$ cat src/hw/rtl/sira_pkg.sv
// ----------------------------------------------------------------------------
// sira_pkg
// Shared widths, character codes and the digit-to-ASCII mapping for the
// signed integer to radix ASCII converter.
// ----------------------------------------------------------------------------
package sira_pkg;

  localparam int VALUE_WIDTH = 32;
  localparam int STEP_W      = $clog2(VALUE_WIDTH);
  localparam int NDIG_W      = $clog2(VALUE_WIDTH + 1);
  localparam int IDX_W       = $clog2(VALUE_WIDTH);
  localparam int DIGIT_W     = 6;
  localparam int RADIX_W     = 6;
  localparam int CHAR_W      = 8;

  localparam logic [RADIX_W-1:0] RADIX_RESET = 6'd10;
  localparam logic [RADIX_W-1:0] RADIX_MIN   = 6'd2;
  localparam logic [RADIX_W-1:0] RADIX_MAX   = 6'd36;

  localparam logic [CHAR_W-1:0] CHAR_ZERO  = 8'h30;
  localparam logic [CHAR_W-1:0] CHAR_A     = 8'h41;
  localparam logic [CHAR_W-1:0] CHAR_MINUS = 8'h2D;
  localparam logic [DIGIT_W-1:0] DEC_LIMIT = 6'd10;

  function automatic logic [CHAR_W-1:0] digit_char(input logic [DIGIT_W-1:0] d);
    logic [CHAR_W-1:0] d8;
    d8 = {{(CHAR_W-DIGIT_W){1'b0}}, d};
    if (d < DEC_LIMIT) begin
      digit_char = CHAR_ZERO + d8;
    end else begin
      digit_char = CHAR_A + d8 - {{(CHAR_W-DIGIT_W){1'b0}}, DEC_LIMIT};
    end
  endfunction

endpackage

$ cat src/hw/rtl/sira_div.sv
// ----------------------------------------------------------------------------
// sira_div
// Bit-serial restoring divider: one quotient bit per cycle, small divisor.
// ----------------------------------------------------------------------------
module sira_div import sira_pkg::*; (
  input  logic                   clk,
  input  logic                   rst_n,
  input  logic                   start,
  input  logic [VALUE_WIDTH-1:0] dividend,
  input  logic [RADIX_W-1:0]     divisor,
  output logic                   done,
  output logic [VALUE_WIDTH-1:0] quotient,
  output logic [DIGIT_W-1:0]     remainder
);

  logic                   busy_r, busy_nxt;
  logic                   done_r, done_nxt;
  logic [STEP_W-1:0]      step_r, step_nxt;
  logic [VALUE_WIDTH-1:0] q_r, q_nxt;
  logic [DIGIT_W-1:0]     rem_r, rem_nxt;
  logic [DIGIT_W:0]       rsh;
  logic [DIGIT_W:0]       rdiff;
  logic                   ge;

  // shift the next dividend bit into the partial remainder
  assign rsh   = {rem_r, q_r[VALUE_WIDTH-1]};
  assign ge    = rsh >= {1'b0, divisor};
  assign rdiff = rsh - {1'b0, divisor};

  always_comb begin
    busy_nxt = busy_r;
    done_nxt = 1'b0;
    step_nxt = step_r;
    q_nxt    = q_r;
    rem_nxt  = rem_r;
    if (start) begin
      busy_nxt = 1'b1;
      step_nxt = '0;
      q_nxt    = dividend;
      rem_nxt  = '0;
    end else if (busy_r) begin
      q_nxt    = {q_r[VALUE_WIDTH-2:0], ge};
      rem_nxt  = ge ? rdiff[DIGIT_W-1:0] : rsh[DIGIT_W-1:0];
      step_nxt = step_r + 1'b1;
      if (step_r == STEP_W'(VALUE_WIDTH - 1)) begin
        busy_nxt = 1'b0;
        done_nxt = 1'b1;
      end
    end
  end

  always_ff @(posedge clk) begin
    if (!rst_n) begin
      busy_r <= 1'b0;
      done_r <= 1'b0;
      step_r <= '0;
    end else begin
      busy_r <= busy_nxt;
      done_r <= done_nxt;
      step_r <= step_nxt;
    end
    q_r   <= q_nxt;
    rem_r <= rem_nxt;
  end

  assign done      = done_r;
  assign quotient  = q_r;
  assign remainder = rem_r;

endmodule

$ cat src/hw/rtl/signed_int_to_radix_ascii_unit.sv
// ----------------------------------------------------------------------------
// signed_int_to_radix_ascii_unit
// Converts a signed integer to ASCII digits in a programmable base.
// ----------------------------------------------------------------------------
//  channel  | dir | signals                          | word
//  ---------+-----+----------------------------------+----------------------
//  in_      | in  | in_tvalid/in_tready/in_tdata     | value[31:0]
//  out_     | out | out_tvalid/out_tready/out_tdata  | ascii_char[7:0], tlast
//  cfg_     | in  | cfg_wen/cfg_wdata                | radix[5:0]
//
//  Each digit is one full division on the bit-serial divider, so an item
//  of D digits runs D divisions before its first character is sent.
//  Characters leave one per cycle from a registered output stage;
//  out_tready low holds that stage and the emit sequence. A new word is
//  taken only once the previous word's last character is in that stage.
//  rst_n clears control state and sets radix to 10.
// ----------------------------------------------------------------------------
module signed_int_to_radix_ascii_unit import sira_pkg::*; (
  input  logic                   clk,
  input  logic                   rst_n,
  input  logic                   in_tvalid,
  output logic                   in_tready,
  input  logic [VALUE_WIDTH-1:0] in_tdata,   // [31:0] value
  output logic                   out_tvalid,
  input  logic                   out_tready,
  output logic [CHAR_W-1:0]      out_tdata,  // [7:0] ascii_char
  output logic                   out_tlast,
  input  logic                   cfg_wen,
  input  logic [RADIX_W-1:0]     cfg_wdata   // [5:0] radix
);

  localparam logic [1:0] ST_IDLE = 2'd0;
  localparam logic [1:0] ST_DIV  = 2'd1;
  localparam logic [1:0] ST_EMIT = 2'd2;

  logic [1:0]             state_r, state_nxt;
  logic [RADIX_W-1:0]     radix_r;
  logic [RADIX_W-1:0]     base;
  logic                   neg_r, neg_nxt;
  logic [NDIG_W-1:0]      nd_r, nd_nxt;
  logic [IDX_W-1:0]       idx_r, idx_nxt;
  logic [DIGIT_W-1:0]     digits_r [VALUE_WIDTH];
  logic                   out_tvalid_r, out_tvalid_nxt;
  logic [CHAR_W-1:0]      out_char_r, out_char_nxt;
  logic                   out_last_r, out_last_nxt;

  logic                   in_acc;
  logic                   out_free;
  logic [VALUE_WIDTH-1:0] mag_in;
  logic                   div_start;
  logic [VALUE_WIDTH-1:0] div_dividend;
  logic                   div_done;
  logic [VALUE_WIDTH-1:0] div_quot;
  logic [DIGIT_W-1:0]     div_rem;

  always_comb begin
    if (radix_r < RADIX_MIN) begin
      base = RADIX_MIN;
    end else if (radix_r > RADIX_MAX) begin
      base = RADIX_MAX;
    end else begin
      base = radix_r;
    end
  end

  assign in_tready = (state_r == ST_IDLE);
  assign in_acc    = in_tvalid && in_tready;
  assign out_free  = !out_tvalid_r || out_tready;
  // unsigned magnitude, so the most negative value converts too
  assign mag_in    = in_tdata[VALUE_WIDTH-1] ? (~in_tdata + 1'b1) : in_tdata;

  assign div_dividend = (state_r == ST_IDLE) ? mag_in : div_quot;

  sira_div u_div (
    .clk       (clk),
    .rst_n     (rst_n),
    .start     (div_start),
    .dividend  (div_dividend),
    .divisor   (base),
    .done      (div_done),
    .quotient  (div_quot),
    .remainder (div_rem)
  );

  always_comb begin
    state_nxt      = state_r;
    neg_nxt        = neg_r;
    nd_nxt         = nd_r;
    idx_nxt        = idx_r;
    div_start      = 1'b0;
    out_tvalid_nxt = out_tvalid_r && !out_tready;
    out_char_nxt   = out_char_r;
    out_last_nxt   = out_last_r;
    case (state_r)
      ST_IDLE: begin
        if (in_acc) begin
          neg_nxt   = in_tdata[VALUE_WIDTH-1];
          nd_nxt    = '0;
          div_start = 1'b1;
          state_nxt = ST_DIV;
        end
      end
      ST_DIV: begin
        if (div_done) begin
          nd_nxt = nd_r + 1'b1;
          if (div_quot == '0) begin
            idx_nxt   = nd_r[IDX_W-1:0];
            state_nxt = ST_EMIT;
          end else begin
            div_start = 1'b1;
          end
        end
      end
      ST_EMIT: begin
        if (out_free) begin
          out_tvalid_nxt = 1'b1;
          if (neg_r) begin
            out_char_nxt = CHAR_MINUS;
            out_last_nxt = 1'b0;
            neg_nxt      = 1'b0;
          end else begin
            out_char_nxt = digit_char(digits_r[idx_r]);
            out_last_nxt = (idx_r == '0);
            if (idx_r == '0) begin
              state_nxt = ST_IDLE;
            end else begin
              idx_nxt = idx_r - 1'b1;
            end
          end
        end
      end
      default: begin
        state_nxt = ST_IDLE;
      end
    endcase
  end

  always_ff @(posedge clk) begin
    if (!rst_n) begin
      state_r      <= ST_IDLE;
      radix_r      <= RADIX_RESET;
      out_tvalid_r <= 1'b0;
      neg_r        <= 1'b0;
      nd_r         <= '0;
      idx_r        <= '0;
    end else begin
      state_r      <= state_nxt;
      out_tvalid_r <= out_tvalid_nxt;
      neg_r        <= neg_nxt;
      nd_r         <= nd_nxt;
      idx_r        <= idx_nxt;
      if (cfg_wen) begin
        radix_r <= cfg_wdata;
      end
    end
    out_char_r <= out_char_nxt;
    out_last_r <= out_last_nxt;
  end

  // digit stack, least significant digit at index 0
  always_ff @(posedge clk) begin
    if (state_r == ST_DIV && div_done) begin
      digits_r[nd_r[IDX_W-1:0]] <= div_rem;
    end
  end

  assign out_tvalid = out_tvalid_r;
  assign out_tdata  = out_char_r;
  assign out_tlast  = out_last_r;

endmodule
$ cat config.mk
export PLATFORM = sky130hd
export DESIGN_NAME = signed_int_to_radix_ascii_unit
export DESIGN_NICKNAME = d
export VERILOG_FILES = /design/src/hw/rtl/sira_pkg.sv /design/src/hw/rtl/sira_div.sv /design/src/hw/rtl/signed_int_to_radix_ascii_unit.sv
export SDC_FILE = /design/constraint.sdc
export NUM_CORES = 1
export LEC_CHECK = 0
export BUFFER_PORTS_ARGS = -buffer_cell sky130_fd_sc_hd__buf_2
export CORE_MARGIN = 1.5
export CORE_UTILIZATION = 56
export DETAILED_ROUTE_END_ITERATION = 6
export PLACE_DENSITY = 0.76
export SYNTH_ARGS = -nofsm -noshare
export SYNTH_HDL_FRONTEND = slang
export SYNTH_SLANG_ARGS = --single-unit
$ cat constraint.sdc
create_clock -name clk -period 4.25 [get_ports clk]
set_input_delay 0.2125 -clock clk [delete_from_list [all_inputs] [get_ports clk]]
set_output_delay 0.2125 -clock clk [all_outputs]
set_load 0.01 [all_outputs]
== Yosys cells after proc, flatten, opt, wreduce, memory -nomap -nowiden ==
Memory sizes are Yosys's and may differ from the RTL's. A register that Yosys moved wholly into a read port is not among the register bits.
Cells that the tools add are included.
Storage, ports and cells
  bits in registers: 75
  latch bits: 0
  bits in writable memories: 192
  memory bits (read-only): 0
  input bits: 43
  word-level logic and storage cells: 102
  memories kept: 1
Cells by class
  $add $sub $neg: 8
  multiply operators: 0
  divide/modulo/power cells: 0
  magnitude comparators: 4
  equality and inequality tests: 11
  shifts and indexed selects: 0
  mux-type cells: 41
  bitwise logic cells: 3
  reductions and logical operators: 21
Memory list
  digits_r: depth 32, bits a word 6, rd ports 1, clocked after memory_dff 1, write ports 1, line signed_int_to_radix_ascii_unit.sv:42  | logic [DIGIT_W-1:0] digits_r [VALUE_WIDTH];
Operators by type and width (number)
  32-bit 2-to-1 mux: 4
  5-bit 2-to-1 mux: 7
  32-bit by 1-bit adder with 32-bit output (second input constant): 1
  32-bit zero test: 1
  32-bit NOT: 1
  6-bit 2-to-1 mux: 5
  1-bit 2-to-1 mux: 13
  2-bit 2-to-1 mux: 6
  2-bit inequality test (second input constant): 6
  6-bit one-hot mux with 2 select lines: 1
  6-bit AND reduction: 2
  5-bit one-hot mux with 2 select lines: 1
  7-bit by 6-bit adder with 8-bit output (first input constant): 1
  8-bit 2-to-1 mux: 1
  2-bit nonzero test: 4
  8-bit by 4-bit subtractor with 8-bit output (second input constant): 1
  6-bit by 6-bit adder with 7-bit output (first input constant): 1
  7-bit by 6-bit >= comparator with 1-bit output: 1
  6-bit by 1-bit adder with 6-bit output (second input constant): 1
  6-bit greater-than comparator (second input constant): 1
  6-bit by 2-bit < comparator with 1-bit output (second input constant): 1
  6-bit by 4-bit < comparator with 1-bit output (second input constant): 1
  2-bit one-hot mux with 3 select lines: 1
  3-bit AND reduction: 2
  other kinds (17): 24

== Logic depth before layout (Yosys ltp) ==
Gate-level depths: netlist of the first run.
  word-level depth: 7
  gate-level depth with buffers: 14
  gate-level depth less buffers: 14

== Hierarchy ==
A second synthesis of the first run with hierarchy kept.
Unflattened totals
  cell total of the unflattened synthesis: 932
  area, all modules: 12637.1 µm²
Modules (own cells, without submodules)
  signed_int_to_radix_ascii_unit: times used 1, cells an instance 762, area an instance 10421.2 µm², seq. area each 6506.2 µm²
  sira_div: times used 1, cells an instance 170, area an instance 2215.9 µm², seq. area each 1221.2 µm²

== Worst setup path before layout of the first run ==
OpenSTA, ideal clock, no wires.
  path type: register to register
  start: reg u_div.q_r[26], in the netlist u_div.quotient[26]
  end: reg u_div.q_r[0], in the netlist u_div.quotient[0], enable pin
  library setup time: 466 ps
  data arrival time: 3914 ps
  slack: -129 ps
  stages on the path, launching flop included: 7
  path buffers: 1
  cell sequence: edfxtp_1 > nor4_1 > nand2_1 > nor4_1 > o21ai_0 > clkbuf_1 > o21ai_0
On the way
  longest elaborated chain between the ends: 6
Ends and longest elaborated chain
  start: declaration: line sira_div.sv:19  | logic [VALUE_WIDTH-1:0] q_r, q_nxt;
  start signal: assignment: line sira_div.sv:62  | q_r <= q_nxt;
  32-bit zero test (*): line signed_int_to_radix_ascii_unit.sv:106  | if (div_quot == '0) begin
  1-bit 2-to-1 mux (*): line signed_int_to_radix_ascii_unit.sv:106
  1-bit 2-to-1 mux (*): line signed_int_to_radix_ascii_unit.sv:104  | if (div_done) begin
  1-bit one-hot mux with 2 select lines (*): line signed_int_to_radix_ascii_unit.sv:94  | case (state_r)
  2-bit inequality test (no line) or 2-bit nonzero test (tied branches)
  2-bit AND reduction (no line) (*)
Mark *: on every way between the ends. The rest lies on a longest branch, timed or not.
A chain may end at the register's enable or synchronous reset.

==> qor.txt, run 1 <==
startpoint types - flip-flop
clock root cell - clkbuf_16
Area Growth Syn to Fin - 12.60%
Final Util - 0.6445
net count of the finished layout - 1,009
first-pass GRT wire length - 38,630 microns
power per cell area - 431.4 nW/um^2
clk_skew - 0.01851 ns
Leakage - 4.545 nW
CP top delay family - simple AND/OR/NAND/NOR gates
outcome - finished clean
FF+latch count, synth - 270
Post-synth EDFFs - 232
Port Buf Inserts - 52
Synth Instances - 885
CP cell instances - buf_4 > mux4_2 > mux2i_1 > o21ai_0 > nor3_1 > nand2b_1 > a21o_1 > nand2_1 > a221oi_1
Final Cycle Share - 0.8521
antenna violations before repair - 0
final WL - 24,350 microns
drt pass-1 iters - 5
Core Area - 21,020 sq um
Diodes inserted - 0
Max clock buf depth - 3
Reg area - 7732 sq um
vias in the first global route - 7,215
fill count - 1,513
CTS tree - done
worst path bufs/invs - 1
Setup TNS Final - 0 ns
CTS H-Tree Depth - 1
peak supply drop - 0.0002248 V
RSZ-0062 raised after global routing - false
Synth Cell Area - 12,030 sq um
Vias - 7,363
syn avg cell area - 13.60 sq um
Worst path slowest cell - dfxtp_2
First DRT Iteration DRCs - 602
placed cell count - 1,186
area leader, netlist - edfxtp_1
Final Hold Fails - 0
Hold/Removal Path Class - in -> reg
Max Slew Vio Count - 0
Starting Density - 0.5724
CP Data Required Time - 4.57 ns
Clk pin slew, worst setup/hold paths - 0.07 ns
Worst EP arrival - 3.94 ns
critical path fanouts, max - 22
Critical Path Max Stage Delay - 0.80 ns
clock sinks - 270
Area contributors post-synth - edfxtp_1 58%, dfxtp_1 6.3%, mux4_2 5.4%
share of the synthesized area in the top cell type - 0.5790
Worst-Margin Slew - 1.083 ns
CTS Buf Count - 27
DR WL/cell - 19.60 microns
Period minus WS final - 3.621 ns
Overflow after GRT - 0
Synth cell types - 63
layout cell share with drive strength beyond 1 - 0.1696
multi-input logic area - 4073 sq um
CP Class - reg -> reg
leading cell types in the layout, fill and taps excluded - 232 x edfxtp_1, 96 x nor2_1, 66 x nand2_1
commonest non-fill, non-tap cell in the layout - edfxtp_1
Slew HR - 0.2768
die area - 22,380 sq um
Finished Layout Cells - 1,242
Net Count, Synth - 947
Antenna Nets Post-Route - 0
top-level port count - 54
post-DP HPWL - 16,280 microns
post-synthesis sequential area ratio - 0.6422
DIE WIDTH - 149.6 microns
setup violators final - 0
most common flop cell mapped by yosys - edfxtp_1
ys async rst share - 0
Total GRT Usage - 0.2250
max-capacitance violation count - 0
CP endpoint kind - flip-flop
DR DRC count - 0
vias per inst - 5.928
largest net degree at the start of global routing - 43
YS warnings - 0
fmax - 0.2761 GHz
routability cong. - 0.8738
final total power - 5.845 mW
# rows - 53
Die H - 149.6 microns
clk_lat worst skew - 0.53 ns
[report_power, final]
group	total, mW	switching (mW)	internal [mW]
registers	3.11	0.0573	3.05
clock network	2.31	0.947	1.36
logic	0.433	0.286	0.147
[cells in the mapped netlist, types with 9 or more instances]
master    number
a21boi_0       9
nor2b_1       16
o31ai_1       10
nor4_1        10
inv_1         18
clkbuf_1      28
mux4_2        29
a21oi_1       33
buf_2          9
nor2_1        96
nand2_1       66
edfxtp_1     232
xor2_1        32
o21ai_0       46
nand3_1        9
mux2i_1       55
a211oi_1       9
dfxtp_1       38
ha_1          18
a22oi_1       12
[flip-flops by register name, indices dropped and copies added (netlist names), named ones only]
register,count
u_div.remainder,6
out_tvalid,1
radix_r,6
digits_r,192
out_tlast,1
neg_r,1
u_div.busy_r,1
state_r,2
out_tdata,7
idx_r,5
u_div.step_r,5
u_div.quotient,32
u_div.done,1
nd_r,5
[final cells by class]
| class | instances | share of cell area |
|---|---|---|
| flip-flops and latches | 270 | 0.5707 |
| clock buffers | 38 | 0.05587 |
| multi-input cells | 553 | 0.3006 |
| inverters | 18 | 0.004987 |
| clock inverters | 11 | 0.008126 |
| well taps | 275 | 0.02539 |
| repair buffers | 77 | 0.03435 |
[tightest hold or removal path, delay by kind of cell]
| family | cells | cell delay (ns) |
|---|---|---|
| compound gates | 1 | 0.16 |
| buf+inv | 1 | 0.07 |
| simple gates | 1 | 0.05 |
[cells by family after synthesis]
family	Yosys count	synth area share
AO/OA/AOI/OAI	154	0.08360
XOR/XNOR	37	0.02693
other	1	0.0003116
buffers and inverters	62	0.02059
multiplexers	91	0.1066
flip-flops	270	0.6422
AND/OR/NAND/NOR	251	0.09941
adder cells (fa/ha/maj)	19	0.02038
[per-layer routing]
metal	routed length (microns)	GRT usage	part of all wire
met2	12030	0.3714	0.49
met4	884	0.09752	0.036
met3	1514	0.03354	0.062
met1	9917	0.2982	0.41
met5	0	0	0
[worst paths after layout]
check,startpoint,to,slack [ns],cells past startpoint
max reg2reg,flip-flop,out_tdata[1],0.63,9
min,out_tready,out_tvalid,0.02,3
min reg2reg,u_div.step_r[4],u_div.step_r[4],0.51,2
max,flip-flop,out_tdata[1],0.63,9
[per-stage QoR]
step	cell area, sq um	setup WS (ns)	hold WS, ns
after CTS	13550	0.6545	0.005387
after detailed placement	12610	0.6794	0.4411
after global placement	12610	0.7726	0.4307
final	13550	0.6287	0.01688
after floorplan	12030	0.6496	0.3412
after global routing	13550	0.4463	0.01663
[repair_timing]
item | in CTS | in global routing
buffers inserted | 0 | 0
endpoints found under the hold margin | 7 | 0
resized for setup | 0 | 0
hold buffers | 7 | 0
No activity file was read; power rests on OpenSTA's default activity.
==> run 2: changes to the inputs <==
--- a/config.mk
+++ b/config.mk
@@ -9,7 +9,7 @@
 export CORE_MARGIN = 1.5
 export CORE_UTILIZATION = 56
 export DETAILED_ROUTE_END_ITERATION = 6
-export PLACE_DENSITY = 0.76
+export PLACE_DENSITY = 0.85
 export SYNTH_ARGS = -nofsm -noshare
 export SYNTH_HDL_FRONTEND = slang
 export SYNTH_SLANG_ARGS = --single-unit
==> run 2 against run 1 <==
  * Cell area grew 0.29%
  * Final cell count grew 0.16%
  * Maximum frequency grew 0.35%
  * Critical path depth shrank 1
  * Total power grew 0.74%
  * Clock power is essentially flat
  * First-iteration DRC count grew 12%
  * Clock skew grew 0.012 ns
  * Critical path type unchanged
  * Critical endpoint is now out_tdata[2]
  * Highest routed layer unchanged
==> qor.txt, run 2 (synthesis gave the netlist of run 1 again) <==
fill count - 1,387 (-8.3%)
DR DRC count - 0 (unchanged)
clk_lat worst skew - 0.55 ns (+0.02 ns)
layout cell share with drive strength beyond 1 - 0.1672 (-0.002414)
Hold EP - u_div.quotient[0]
net count of the finished layout - 1,011 (+0.20%)
Critical Path Max Stage Delay - 0.94 ns (+0.14 ns)
routability cong. - 0.8973 (+2.7%)
CP endpoint kind - flip-flop
CP Data Required Time - 4.64 ns (+0.07 ns)
CP cell instances - nor2b_1 > a22oi_1 > o21ai_0 > a211oi_1 > a211oi_1 > ha_1 > a21boi_0 > mux2i_1
Final Hold Fails - 0 (unchanged)
Hold/Removal Path Class - in -> reg
min-delay src - in_tdata[0]
worst path bufs/invs - 0 (-1)
reg2reg path depth - 8 (-1)
Clk pin slew, worst setup/hold paths - 0.06 ns (about the same)
Antenna Nets Post-Route - 0 (unchanged)
CTS Buf Count - 27 (unchanged)
RSZ-0062 raised after global routing - false
top-level port count - 54 (unchanged)
outcome - finished clean
reg2reg end - out_tdata[2]
Total GRT Usage - 0.2352 (+0.01019)
critical path fanouts, max - 26 (+18%)
clock sinks - 270 (unchanged)
Worst EP arrival - 4.00 ns (+0.06 ns)
drt pass-1 iters - 5 (unchanged)
r2r setup slk - 0.64 ns (about the same)
Leakage - 4.546 nW (about the same)
startpoint types - flip-flop
Setup TNS Final - 0 ns (unchanged)
Area Growth Syn to Fin - 12.92%
First DRT Iteration DRCs - 673 (+12%)
number of cells on the critical path - 8 (-1)
vias in the first global route - 7,516 (+4.2%)
CTS tree - done
clock root cell - clkbuf_16
leading cell types in the layout, fill and taps excluded - 232 x edfxtp_1, 96 x nor2_1, 66 x nand2_1
Worst path slowest cell - dfxtp_2
DP Worst Slack - 0.6816 ns (+0.002138 ns)
Port Buf Inserts - 52 (unchanged)
CTS H-Tree Depth - 1 (unchanged)
final total power - 5.888 mW (+0.74%)
CP top delay family - compound AO/OA/AOI/OAI gates
antenna violations before repair - 0 (unchanged)
Worst-Margin Slew - 1.133 ns (+0.04956 ns)
Die H - 149.6 microns (unchanged)
Max clock buf depth - 3 (unchanged)
peak supply drop - 0.0002938 V (+31%)
largest net degree at the start of global routing - 50 (+16%)
CP Class - reg -> reg
Final Cycle Share - 0.8491 (-0.002992)
vias per inst - 6.031 (+1.7%)
setup violators final - 0 (unchanged)
max-capacitance violation count - 0 (unchanged)
fmax - 0.2771 GHz (+0.35%)
Max Slew Vio Count - 0 (unchanged)
setup ws final - 0.6414 ns (+0.01272 ns)
first-pass GRT wire length - 40,050 microns (+3.7%)
post-route cell area - 13,590 sq um (+0.29%)
commonest non-fill, non-tap cell in the layout - edfxtp_1
Core Area - 21,020 sq um (unchanged)
clk_skew - 0.03012 ns (+0.01161 ns)
power per cell area - 433.3 nW/um^2 (+0.45%)
DP Area - 12,600 sq um (about the same)
post-DP HPWL - 16,670 microns (+2.4%)
final WL - 25,770 microns (+5.9%)
Diodes inserted - 0 (unchanged)
Overflow after GRT - 0 (unchanged)
Period minus WS final - 3.609 ns (-0.01272 ns)
DR WL/cell - 20.72 microns (+5.7%)
die area - 22,380 sq um (unchanged)
Hold Path Depth - 3 (unchanged)
# rows - 53 (unchanged)
max reg flops - 192 (unchanged)
Starting Density - 0.5724 (unchanged)
Vias - 7,502 (+1.9%)
Slew HR - 0.2437 (-0.03308)
DIE WIDTH - 149.6 microns (unchanged)
CP dominant cell by count - a211oi_1
-- run 2: changes by cell type in the layout (fill, tap and decap cells not counted), moves of 2 or more --
| cell | change |
|---|---|
| clkinv_2 | -4 |
| dlygate4sd3_1 | +3 |
| clkinv_1 | +5 |
| clkinvlp_4 | +2 |
| clkbuf_1 | -4 |
-- run 2: stage by stage --
stage	utilization	cells	hold slack [ns]
6_report	0.6464	1244	0.02209
3_3_place_gp	0.5996	1185	0.4350
2_1_floorplan	-	885	0.3412
3_5_place_dp	0.5996	1185	0.4394
4_1_cts	0.6464	1244	0.004237
5_1_grt	0.6464	1244	0.04157
-- run 2: timing repair --
| action | CTS | global route |
|---|---|---|
| hold endpoints to repair | 8 | 0 |
| setup buffers | 0 | 0 |
| hold buffers | 10 | 0 |
| resized for setup | 0 | 0 |
-- run 2: where the power goes --
group	switching [mW]	internal [mW]	leakage (nW)
registers	0.0588	3.05	2.45
logic	0.291	0.149	1.67
clock network	0.992	1.35	0.424
-- run 2: worst register-to-register path: stages, from the launching register on --
cell,delay (ns)
dfxtp_2,0.94
nor2b_1,0.69
a22oi_1,0.19
o21ai_0,0.12
a211oi_1,0.07
a211oi_1,0.62
ha_1,0.31
a21boi_0,0.26
mux2i_1,0.25
-- run 2: per-layer routing --
layer	wire, microns	track usage	share of wire
met5	0	0	0
met4	974	0.09653	0.038
met3	2012	0.04024	0.078
met2	12950	0.4014	0.50
met1	9839	0.2983	0.38
-- run 2: final cells by class --
class | count | area (sq um) | area share
Clock buffer | 33 | 728.2 | 0.05359
Clock inverter | 16 | 155.1 | 0.01142
Inverter | 18 | 67.56 | 0.004972
Multi-Input combinational cell | 553 | 4073 | 0.2997
Sequential cell | 270 | 7732 | 0.5691
Tap cell | 275 | 344.1 | 0.02532
Timing Repair Buffer | 79 | 488.0 | 0.03591
-- run 2: worst max-delay path by stage --
stage | from | to | slack [ns]
2_1_floorplan | flip-flop | out_tdata[3] | 0.65
3_3_place_gp | flip-flop | out_tdata[3] | 0.82
6_report | flip-flop | out_tdata[2] | 0.64
5_1_grt | flip-flop | out_tdata[2] | 0.26
3_5_place_dp | flip-flop | out_tdata[2] | 0.68
4_1_cts | flip-flop | out_tdata[2] | 0.58
==> run 3: changes to the inputs <==
--- a/config.mk
+++ b/config.mk
@@ -5,11 +5,12 @@
 export SDC_FILE = /design/constraint.sdc
 export NUM_CORES = 1
 export LEC_CHECK = 0
+export ABC_AREA = 1
 export BUFFER_PORTS_ARGS = -buffer_cell sky130_fd_sc_hd__buf_2
 export CORE_MARGIN = 1.5
-export CORE_UTILIZATION = 56
+export CORE_UTILIZATION = 60
 export DETAILED_ROUTE_END_ITERATION = 6
-export PLACE_DENSITY = 0.85
+export PLACE_DENSITY = 0.87
 export SYNTH_ARGS = -nofsm -noshare
 export SYNTH_HDL_FRONTEND = slang
 export SYNTH_SLANG_ARGS = --single-unit
==> constraint.sdc (replaced) <==
create_clock -name clk -period 3.6 [get_ports clk]
set_input_delay 0.18 -clock clk [delete_from_list [all_inputs] [get_ports clk]]
set_output_delay 0.18 -clock clk [all_outputs]
set_load 0.01 [all_outputs]
==> run 3 against run 2 <==
  * Non-clock buffer count unchanged
  * Final cell count is 28% higher
  * Highest routed layer unchanged
  * Area after synthesis is 3.6% higher
  * Flip-flop and latch count unchanged
  * Total power increased by 34%
  * Clock power up 23%
==> qor.txt, run 3 <==
FF+latch count, synth - 270 (unchanged)
first-pass GRT wire length - 46,750 microns (+17%)
startpoint types - flip-flop
CTS tree - done
Worst EP arrival - 3.19 ns (-0.81 ns)
post-DP HPWL - 17,620 microns (+5.7%)
clock root cell - clkbuf_16
Port Buf Inserts - 52 (unchanged)
Die H - 147.2 microns (-1.6%)
ys async rst share - 0 (unchanged)
Hold/Removal Path Class - in -> reg
die area - 21,650 sq um (-3.2%)
clk_skew - 0.02530 ns (-0.004819 ns)
critical path fanouts, max - 45 (+73%)
outcome - finished clean
routability cong. - 0.8876 (-1.1%)
layout cell share with drive strength beyond 1 - 0.09675 (-0.07043)
Post-synth EDFFs - 232 (unchanged)
share of power burned in registers - 0.477 (-0.051)
CTS Buf Count - 27 (unchanged)
Synth Instances - 1,250 (+41%)
Hold Path Depth - 3 (unchanged)
Net Count, Synth - 1,312 (+39%)
Power Internal - 5.739 mW (+26%)
Setup TNS Final - 0 ns (unchanged)
setup violators final - 0 (unchanged)
Synth cell types - 43 (-32%)
Vias - 9,460 (+26%)
max reg flops - 192 (unchanged)
DR WL/cell - 18.08 microns (-13%)
vias per inst - 5.938 (-1.5%)
Slew HR - 0.2272 (-0.01654)
hold buffer count at cts - 15 (+5)
final WL - 28,800 microns (+12%)
Final Hold Fails - 0 (unchanged)
vias in the first global route - 9,440 (+26%)
max-capacitance violation count - 0 (unchanged)
share of the synthesized area in the top cell type - 0.5588 (-0.02022)
Overflow after GRT - 0 (unchanged)
reg2reg path depth - 16 (+8)
antenna violations before repair - 0 (unchanged)
power per cell area - 569.6 nW/um^2 (+31%)
fmax - 0.3475 GHz (+25%)
leading cell types in the layout, fill and taps excluded - 305 x nand2_1, 232 x edfxtp_1, 146 x nand3_1
most common flop cell mapped by yosys - edfxtp_1
First DRT Iteration DRCs - 941 (+40%)
top-level port count - 54 (unchanged)
CP Class - reg -> reg
Final Cycle Share - 0.7993 (-0.04982)
Area contributors post-synth - edfxtp_1 56%, nand2_1 9.2%, dfxtp_1 6.1%
Period minus WS final - 2.877 ns (-0.7312 ns)
DR DRC count - 0 (unchanged)
Resized Gates After CTS - 0 (unchanged)
DP Worst Slack - 0.8284 ns (+0.1468 ns)
CP endpoint kind - flip-flop
Clk pwr share - 0.364 (-0.034)
peak supply drop - 0.0004294 V (+46%)
most frequent cell after synthesis - nand2_1
post-synthesis sequential area ratio - 0.6198 (-0.02243)
YS warnings - 0 (unchanged)
Leakage - 5.260 nW (+16%)
combinational cell fraction of total power - 0.159 (+0.084)
DIE WIDTH - 147.2 microns (-1.6%)
Clk pin slew, worst setup/hold paths - 0.06 ns (about the same)
RSZ-0062 raised after global routing - false
switching share of total power - 0.2743 (+0.04638)
Max Slew Vio Count - 0 (unchanged)
clock sinks - 270 (unchanged)
setup ws final - 0.7226 ns (+0.08124 ns)
top post-synthesis cells by count - 305 x nand2_1, 232 x edfxtp_1, 146 x nand3_1, 140 x nor2_1, 84 x o21ai_0
net count of the finished layout - 1,364 (+35%)
Switch Pwr - 2.169 mW (+62%)
# rows - 52 (-1.9%)
CP Data Required Time - 3.92 ns (-0.72 ns)
drt pass-1 iters - 5 (unchanged)
Max clock buf depth - 3 (unchanged)
area leader, netlist - edfxtp_1
Post-CTS Setup Inserts - 0 (unchanged)
Antenna Nets Post-Route - 0 (unchanged)
Starting Density - 0.6142 (+0.04181)
commonest non-fill, non-tap cell in the layout - nand2_1
Total GRT Usage - 0.2712 (+0.03598)
largest net degree at the start of global routing - 97 (+94%)
clk_lat worst skew - 0.56 ns (about the same)
Area Growth Syn to Fin - 11.35%
syn avg cell area - 9.975 sq um (-27%)
CTS H-Tree Depth - 1 (unchanged)
Synth Cell Area - 12,470 sq um (+3.6%)
Diodes inserted - 0 (unchanged)
Worst-Margin Slew - 1.152 ns (+0.01924 ns)
Core Area - 20,300 sq um (-3.4%)
## run 3: power groups by stage
stage	registers, mW	logic, mW	clock network, mW
2_1_floorplan	3.92	0.732	0
5_1_grt	3.78	1.38	3.01
3_3_place_gp	3.83	1.14	0
3_5_place_dp	3.84	1.19	0
6_report	3.77	1.26	2.88
4_1_cts	3.77	1.23	2.90
## run 3: critical path, stage by stage, from the launching register on
cell and delay, ns:
dfxtp_1 0.39, buf_4 0.49, o21ai_0 0.21, o22ai_1 0.21, nand2_1 0.09, nand2_1 0.09
nand2_1 0.06, nand3_1 0.18, nand2_2 0.12, ha_1 0.19, inv_1 0.06, nor2_2 0.04
nand2_1 0.09, nand2_4 0.10, inv_2 0.08, nand2_1 0.05, and2_1 0.16
## run 3: path summary, 6_finish.rpt
| check | slack [ns] | to | from |
|---|---|---|---|
| worst min-delay path | 0.01 | flip-flop | rst_n |
| worst max-delay path | 0.72 | out_tdata[1] | flip-flop |
| worst max register to register | 0.72 | out_tdata[1] | flip-flop |
| worst min register to register | 0.48 | u_div.step_r[4] | u_div.step_r[4] |
## run 3: layout make-up
type / instances / area (sq um)
timing repair buffer: 79 / 513.0
clock buffer: 29 / 683.2
sequential: 270 / 7729
tap: 270 / 337.8
clock inverter: 21 / 229.0
multi-input combinational: 849 / 4103
fill: 1381 / 6416
inverter: 75 / 289.0
## run 3: kinds of logic (layout without fill, tap and decap cells)
logic type | after synthesis | count (layout) | synth area share
compound gates | 161 | 161 | 0.07175
xor+xnor | 29 | 29 | 0.02037
fa+ha+maj | 19 | 19 | 0.01967
buf+inv | 131 | 204 | 0.05148
flops | 270 | 270 | 0.6198
other cells | 1 | 1 | 0.0003008
simple gates | 639 | 639 | 0.2167
## run 3: layer usage
layer / vias to the layer above / routed length, microns / track usage
li1: 4411 / - / -
met1: 4448 / 10760 / 0.3409
met2: 499 / 14660 / 0.4716
met3: 102 / 2283 / 0.04068
met4: 0 / 1101 / 0.1115
met5: - / 0 / 0
## run 3: through the flow
stage                     utilization  std cells  hold WS, ns  cell area [sq um]  power (mW)
after detailed placement       0.6316       1528       0.3991              12820       5.027
after floorplan                     -       1250       0.2910              12470       4.652
final                          0.6839       1593      0.01365              13880       7.908
after global routing           0.6839       1593      0.02317              13880       8.176
after CTS                      0.6839       1593   0.00001993              13880       7.896
after global placement         0.6316       1528       0.3931              12820       4.968
